**src/design/rmse_pkg.sv**
```systemverilog
// Package: widths, transaction types, controller states and sample helpers.
package rmse_pkg;

   localparam int MAX_ITEMS   = 1048576;
   localparam int SAMPLE_BITS = 16;

   localparam int PORT_BITS  = 16;
   localparam int DIFF_BITS  = SAMPLE_BITS + 1;
   localparam int MAG_BITS   = SAMPLE_BITS;
   localparam int SQ_BITS    = 2 * MAG_BITS;
   localparam int SUM_BITS   = 52;
   localparam int COUNT_BITS = 21;
   localparam int MSE_BITS   = 32;
   localparam int ROOT_BITS  = MSE_BITS / 2;

   localparam int DIV_STEPS  = SUM_BITS;
   localparam int ROOT_STEPS = ROOT_BITS;
   localparam int ITER_BITS  = $clog2(DIV_STEPS);

   localparam int SQRT_UNIT_BITS = ROOT_BITS + 3;
   localparam int UNIT_BITS = (COUNT_BITS + 1 > SQRT_UNIT_BITS) ?
                              COUNT_BITS + 1 : SQRT_UNIT_BITS;

   typedef struct packed {
      logic signed [PORT_BITS-1:0] observed_sample;
      logic signed [PORT_BITS-1:0] reference_sample;
      logic                        last_item;
   } req_type;

   typedef struct packed {
      logic [MSE_BITS-1:0]   mean_square_error;
      logic [ROOT_BITS-1:0]  root_mean_square_error;
      logic [COUNT_BITS-1:0] pair_count;
      logic                  overflow;
   } rsp_type;

   typedef struct packed {
      logic                 ge;
      logic [UNIT_BITS-1:0] diff;
   } sub_result_type;

   typedef enum logic [2:0] {
      ST_IDLE,
      ST_SQUARE,
      ST_ACCUM,
      ST_DIVIDE,
      ST_ROOT,
      ST_DONE
   } state_type;

   function automatic logic signed [DIFF_BITS-1:0] sample_value(
      input logic [PORT_BITS-1:0] raw
   );
      logic signed [SAMPLE_BITS-1:0] s;
      s = raw[SAMPLE_BITS-1:0];
      return DIFF_BITS'(s);
   endfunction

   function automatic logic [MAG_BITS-1:0] abs_diff(
      input logic [PORT_BITS-1:0] a,
      input logic [PORT_BITS-1:0] b
   );
      logic signed [DIFF_BITS-1:0] d;
      logic signed [DIFF_BITS-1:0] m;
      d = sample_value(a) - sample_value(b);
      m = d[DIFF_BITS-1] ? DIFF_BITS'(-d) : d;
      return m[MAG_BITS-1:0];
   endfunction

endpackage

```
**src/design/rmse_sub_unit.sv**
```systemverilog
// Shared compare-and-subtract unit for the divide and square root steps.
module rmse_sub_unit (
   input  logic [rmse_pkg::UNIT_BITS-1:0] minuend,
   input  logic [rmse_pkg::UNIT_BITS-1:0] subtrahend,
   output rmse_pkg::sub_result_type       result
);
   import rmse_pkg::*;

   logic [UNIT_BITS:0] wide_diff;

   assign wide_diff   = {1'b0, minuend} - {1'b0, subtrahend};
   assign result.ge   = ~wide_diff[UNIT_BITS];
   assign result.diff = wide_diff[UNIT_BITS-1:0];

endmodule

```
**src/design/rmse_accumulator_core.sv**
```systemverilog
// Top level: RMSE accumulator with squared-sum, bit-serial divide and root.
//
// Input: present a sample pair on req_item and raise start; the transaction is
// taken at a rising edge where start is high and busy is low. busy stays high
// while the pair is worked on.
// A pair without last_item is taken, then squared in the 16x16 multiplier,
// then added into the 52-bit squared sum. A new pair is taken only once busy
// has dropped again.
// A pair with last_item also runs the shared compare-subtract unit for a
// 52-step restoring divide (sum by count) and then a 16-step digit root; its
// result goes out in ST_DONE, and the next pair can be taken in the cycle after
// the result.
// Result: rsp_valid is high for exactly one cycle with rsp_item; the receiver
// cannot stall, so the result must be taken in that cycle. The sum, count and
// overflow flag clear as the result goes out.
// Pairs past MAX_ITEMS add nothing and set the overflow flag of the set.
// Reset (synchronous, active high) clears the sum, count, flag and controller.
module rmse_accumulator_core (
   input  logic              clock,
   input  logic              reset,
   input  logic              start,
   output logic              busy,
   input  rmse_pkg::req_type req_item,
   output logic              rsp_valid,
   output rmse_pkg::rsp_type rsp_item
);
   import rmse_pkg::*;

   state_type             state_ff, state_in;
   logic [MAG_BITS-1:0]   mag_ff, mag_in;
   logic                  last_ff, last_in;
   logic [SQ_BITS-1:0]    product_ff, product_in;
   logic [SUM_BITS-1:0]   sum_ff, sum_in;
   logic [COUNT_BITS-1:0] count_ff, count_in;
   logic                  ovf_ff, ovf_in;
   logic [COUNT_BITS-1:0] rem_ff, rem_in;
   logic [ROOT_BITS-1:0]  root_ff, root_in;
   logic [MSE_BITS-1:0]   mse_ff, mse_in;
   logic [ITER_BITS-1:0]  iter_ff, iter_in;

   logic [UNIT_BITS-1:0]  unit_a;
   logic [UNIT_BITS-1:0]  unit_b;
   sub_result_type        unit_res;
   logic [MSE_BITS-1:0]   quotient;

   rmse_sub_unit u_sub (
      .minuend    (unit_a),
      .subtrahend (unit_b),
      .result     (unit_res)
   );

   always_ff @(posedge clock) begin
      if (reset) begin
         state_ff <= ST_IDLE;
         sum_ff   <= '0;
         count_ff <= '0;
         ovf_ff   <= 1'b0;
         iter_ff  <= '0;
      end else begin
         state_ff <= state_in;
         sum_ff   <= sum_in;
         count_ff <= count_in;
         ovf_ff   <= ovf_in;
         iter_ff  <= iter_in;
      end
   end

   always_ff @(posedge clock) begin
      mag_ff     <= mag_in;
      last_ff    <= last_in;
      product_ff <= product_in;
      rem_ff     <= rem_in;
      root_ff    <= root_in;
      mse_ff     <= mse_in;
   end

   always_comb begin
      state_in   = state_ff;
      mag_in     = mag_ff;
      last_in    = last_ff;
      product_in = product_ff;
      sum_in     = sum_ff;
      count_in   = count_ff;
      ovf_in     = ovf_ff;
      rem_in     = rem_ff;
      root_in    = root_ff;
      mse_in     = mse_ff;
      iter_in    = iter_ff;
      unit_a     = '0;
      unit_b     = '0;
      quotient   = '0;
      busy       = 1'b1;
      rsp_valid  = 1'b0;

      unique case (state_ff)
         ST_IDLE: begin
            busy = 1'b0;
            if (start) begin
               mag_in   = abs_diff(req_item.observed_sample, req_item.reference_sample);
               last_in  = req_item.last_item;
               state_in = ST_SQUARE;
            end
         end
         ST_SQUARE: begin
            product_in = SQ_BITS'(mag_ff) * SQ_BITS'(mag_ff);
            state_in   = ST_ACCUM;
         end
         ST_ACCUM: begin
            if (count_ff < COUNT_BITS'(MAX_ITEMS)) begin
               sum_in   = sum_ff + SUM_BITS'(product_ff);
               count_in = count_ff + 1'b1;
            end else begin
               ovf_in = 1'b1;
            end
            rem_in  = '0;
            iter_in = '0;
            state_in = last_ff ? ST_DIVIDE : ST_IDLE;
         end
         ST_DIVIDE: begin
            unit_a = UNIT_BITS'({rem_ff, sum_ff[SUM_BITS-1]});
            unit_b = UNIT_BITS'(count_ff);
            rem_in = unit_res.ge ? unit_res.diff[COUNT_BITS-1:0] :
                                   unit_a[COUNT_BITS-1:0];
            sum_in = {sum_ff[SUM_BITS-2:0], unit_res.ge};
            iter_in = iter_ff + 1'b1;
            if (iter_ff == ITER_BITS'(DIV_STEPS - 1)) begin
               quotient = (count_ff == '0) ? '0 : sum_in[MSE_BITS-1:0];
               mse_in   = quotient;
               sum_in   = SUM_BITS'(quotient);
               rem_in   = '0;
               root_in  = '0;
               iter_in  = '0;
               state_in = ST_ROOT;
            end
         end
         ST_ROOT: begin
            unit_a  = UNIT_BITS'({rem_ff[COUNT_BITS-3:0], sum_ff[MSE_BITS-1 -: 2]});
            unit_b  = UNIT_BITS'({root_ff, 2'b01});
            rem_in  = unit_res.ge ? unit_res.diff[COUNT_BITS-1:0] :
                                    unit_a[COUNT_BITS-1:0];
            root_in = {root_ff[ROOT_BITS-2:0], unit_res.ge};
            sum_in  = {sum_ff[SUM_BITS-3:0], 2'b00};
            iter_in = iter_ff + 1'b1;
            if (iter_ff == ITER_BITS'(ROOT_STEPS - 1)) begin
               iter_in  = '0;
               state_in = ST_DONE;
            end
         end
         ST_DONE: begin
            rsp_valid = 1'b1;
            sum_in    = '0;
            count_in  = '0;
            ovf_in    = 1'b0;
            state_in  = ST_IDLE;
         end
         default: begin
            state_in = ST_IDLE;
         end
      endcase
   end

   assign rsp_item.mean_square_error      = mse_ff;
   assign rsp_item.root_mean_square_error = root_ff;
   assign rsp_item.pair_count             = count_ff;
   assign rsp_item.overflow               = ovf_ff;

   a_accept_goes_busy: assert property (@(posedge clock) disable iff (reset)
      (start && !busy) |=> busy)
      else $error("accepted transaction did not raise busy");

   a_result_count_nonzero: assert property (@(posedge clock) disable iff (reset)
      rsp_valid |-> (rsp_item.pair_count != '0))
      else $error("result with zero pair count");

   a_root_floor: assert property (@(posedge clock) disable iff (reset)
      rsp_valid |->
         ((34'(rsp_item.root_mean_square_error) * 34'(rsp_item.root_mean_square_error))
            <= 34'(rsp_item.mean_square_error)) &&
         ((34'(rsp_item.root_mean_square_error) + 34'd1) *
          (34'(rsp_item.root_mean_square_error) + 34'd1)
            > 34'(rsp_item.mean_square_error)))
      else $error("root is not the floor square root of the mean");

   a_clear_after_result: assert property (@(posedge clock) disable iff (reset)
      rsp_valid |=> (sum_ff == '0) && (count_ff == '0) && !ovf_ff)
      else $error("accumulator not cleared after result");

   a_count_bounded: assert property (@(posedge clock) disable iff (reset)
      count_ff <= COUNT_BITS'(MAX_ITEMS))
      else $error("pair count exceeds maximum");

endmodule
```
**config.mk**
```make
export PLATFORM = sky130hd
export DESIGN_NAME = rmse_accumulator_core
export DESIGN_NICKNAME = d
export VERILOG_FILES = /design/src/design/rmse_pkg.sv /design/src/design/rmse_sub_unit.sv /design/src/design/rmse_accumulator_core.sv
export SDC_FILE = /design/constraint.sdc
export NUM_CORES = 1
export LEC_CHECK = 0
export BUFFER_PORTS_ARGS = -buffer_cell sky130_fd_sc_hd__buf_2
export CAP_MARGIN = 20
export CORE_UTILIZATION = 58
export DETAILED_ROUTE_END_ITERATION = 12
export GPL_TIMING_DRIVEN = 0
export HOLD_SLACK_MARGIN = 0.15
export PLACE_DENSITY = 0.78
export SETUP_SLACK_MARGIN = 0.2
export SLEW_MARGIN = 10
export SYNTH_ARGS = -nofsm -noshare
export SYNTH_HDL_FRONTEND = slang
export SYNTH_SLANG_ARGS = --single-unit
```
**constraint.sdc**
```tcl
create_clock -name clock -period 6.21 [get_ports clock]
set_input_delay 0.621 -clock clock [delete_from_list [all_inputs] [get_ports clock]]
set_output_delay 0.621 -clock clock [all_outputs]
set_load 0.05 [all_outputs]
```
==> run_results.csv <==
group,metric,value,unit
sta,finalWorstSetupSlack,0.0472,ns
clock_tree,htreeDepth,4,
sta,finalClockSkew,0.0229,ns
worst_setup_path,worstReg2RegStart,"mag_ff[2]",
logic_synthesis,syn_inst,2215,
worst_setup_path,regToRegSetupSlack,0.05,ns
routing,drc_errors,0,
sta,hold_ws,0.342,ns
floorplanning,start_util,59.2,%
layout,syn_to_final_growth,14.0,%
layout,fin_nets,2784,
logic_synthesis,ys_ff_latch,200,
logic_synthesis,synth_edf_count,117,
floorplanning,die_w,187,µm
worst_setup_path,crit_fanout,4,
grt,grt_remaining_overflow,0,
place,place_ws,-0.799,ns
grt,grt_first_pass_wirelength,84.5,mm
routing,wl_per_cell,18.7,µm
worst_setup_path,worstPathCellList,"buf_4 > buf_6 > inv_4 > nor2_4 > inv_2 > fa_1 > inv_1 > fa_2 > inv_2 > fa_2 > fa_1 > fa_2 > fa_1 > inv_2 > ha_4 > and3_4 > and3_4 > o311ai_4 > a211o_1 > a21bo_2 > a21oi_4 > a21o_1 > a21oi_2 > xnor2_1",
layout,drive_above_1_share,13.6,%
routing,routed_via_density,6.09,
grt,antenna_found_initial,0,
worst_setup_path,cp_slowest_stage_delay,0.57,ns
logic_synthesis,netlist_area,19900,µm²
hold_path,hold_class,"in2reg",
logic_synthesis,seq_area_frac_synth,26.0,%
hold_path,hold-path-endpoint,"last_ff",
layout,antennaDiodeCount,0,
logic_synthesis,synth_common_cells,"inv_1, ha_1, nand2_1, a21oi_1, fa_1",
sta,slew_viol_final,0,
worst_setup_path,critPathTopFamily,"adder cells",
worst_setup_path,cp.arrival,6.37,ns
place,hpwl,40.1,mm
routing,wl_met2,25.1,mm
routing,antenna_left,0,
sta,setup_tns,0,ns
sta,hold_viol,0,
floorplanning,ios,108,
routing,wl,53.7,mm
sta,finalCriticalPeriod,6.16,ns
logic_synthesis,async_flop_share,0,%
worst_setup_path,crit_path_end_kind,"flop",
sta,rsz0062_at_grt,"true",
logic_synthesis,synth_most_common_cell,"inv_1",
sta,tightest_slew,0.936,ns
worst_setup_path,crit_type,"reg2reg",
routing,drt-initial-drc-count,1919,
clock_tree,path_clk_slew,0.08,ns
floorplanning,die_h,187,µm
place,port_buffers,106,
floorplanning,die_area,35100,µm²
logic_synthesis,yosysTopAreaCellShare,17.6,%
sta,slew_headroom,37.6,%
logic_synthesis,ys_top_cells_by_area,"edfxtp_1, fa_1, ha_1",
worst_setup_path,rr_worst_depth,24,
clock_tree,cts.sinks,200,
logic_synthesis,synth-main-ff-cell,"edfxtp_1",
grt,grt_max_degree,33,
sta,clock.fmax,162,MHz
worst_setup_path,slowest_stage,"fa_2",
logic_synthesis,syn_area_per_cell,9.00,µm²
clock_tree,cts_tree,"yes",
run,drv_cap,0,
logic_synthesis,synth_cell_types,77,
worst_setup_path,r2r_end,"product_ff[24]",
hold_path,holdCritStartpoint,"req_item[0]",
floorplanning,core_area,33700,µm²
logic_synthesis,ys_warn_count,0,
clock_tree,clock_latency,0.47,ns
clock_tree,cts_buffers,17,
layout,fillers,2640,
place,gp_congestion,0.944,
routing,drt_pre_antenna_iters,8,
worst_setup_path,path_buf_inv,7,
logic_synthesis,yosysTopAreaCell,"edfxtp_1",
routing,routed.top_layer,"met4",
hold_path,hold_depth,1,
routing,met1_length,21.9,mm
routing,dr_total_vias,17500,
routing,dr_wl_met3,4.35,mm
layout,instances_no_fill,2867,
worst_setup_path,cp-start-kind,"flop",
floorplanning,rows,67,
sta,fin_crit_sh,99.2,%
logic_synthesis,synth_nets,2593,
clock_tree,root_buffer,"clkbuf_16",
grt,grt_pass1_vias,16600,
clock_tree,cts_buffer_depth,2,
grt,grtUsageTotal,30.0,%
sta,setup_viol,0,
place,dp.cells,2772,
worst_setup_path,critPathRequiredTime,6.42,ns
run_status,status,"finished, final reports clean",
## flip-flops by register name, indices dropped and copies added, names as in the netlist
register	flops
sum_ff	52
mse_ff	32
product_ff	31
count_ff	21
rem_ff	21
mag_ff	16
root_ff	16
iter_ff	6
state_ff	3
last_ff	1
ovf_ff	1
## cells by family after synthesis
| kind of cell | count (synthesis) | share of synthesized area [%] |
|---|---|---|
| AND/OR/NAND/NOR | 594 | 14.8 |
| AO/OA/AOI/OAI | 558 | 18.3 |
| buffers and inverters | 390 | 7.37 |
| adder cells (fa/ha/maj) | 342 | 27.7 |
| flip-flops | 200 | 26.0 |
| XOR/XNOR | 118 | 5.22 |
| multiplexers | 13 | 0.665 |
## how the worst max path moves through the flow
stage,from,endpoint,slack [ns],cells after the start
2_1_floorplan,mag_ff[6],product_ff[29],0.18,20
3_3_place_gp,mag_ff[5],product_ff[31],-0.74,20
3_5_place_dp,mag_ff[7],product_ff[31],-0.80,20
4_1_cts,mag_ff[2],product_ff[30],0.09,25
5_1_grt,mag_ff[2],product_ff[24],-0.09,24
6_report,mag_ff[2],product_ff[24],0.05,24
## final cells by class
| cell class | count | area, µm² | share of cell area, % |
|---|---|---|---|
| flip-flops and latches | 200 | 5170 | 22.8 |
| well taps | 448 | 561 | 2.47 |
| multi-input cells | 1625 | 13600 | 60.0 |
| clock buffers | 18 | 450 | 1.98 |
| clock inverters | 14 | 188 | 0.826 |
| repair buffers | 172 | 1080 | 4.77 |
| plain buffers | 99 | 531 | 2.33 |
| inverters | 291 | 1100 | 4.85 |
## timing repair
action / CTS / global route
setup endpoints to repair: 17 / 23
setup buffers: 42 / 20
hold buffers: 0 / 0
pin swaps: 40 / 60
gates resized for setup: 76 / 63
## stage by stage
stage / utilization (%) / area (µm²)
2_1_floorplan: - / 20000
3_5_place_dp: 62.7 / 21100
6_report: 67.4 / 22700
4_1_cts: 66.4 / 22400
5_1_grt: 67.4 / 22700
3_3_place_gp: 62.6 / 21100
## placed cells by master (no fill, tap or decap), types with 83 or more instances in the layout
cell	instances
ha_1	165
nor2_1	119
inv_1	272
a21oi_1	152
dfxtp_1	83
fa_1	159
edfxtp_1	117
o21ai_0	121
buf_2	107
nand2_1	162
## per-layer routing
| metal | vias up | track usage (%) |
|---|---|---|
| met3 | 188 | 5.03 |
| met1 | 8322 | 39.3 |
| met2 | 882 | 49.7 |
| met4 | 0 | 12.2 |
| li1 | 8072 | - |
| met5 | - | 0 |
Power is left out: the tool's default activity adds up to more than one toggle a clock period on the data nets, which glitch-free logic cannot reach.
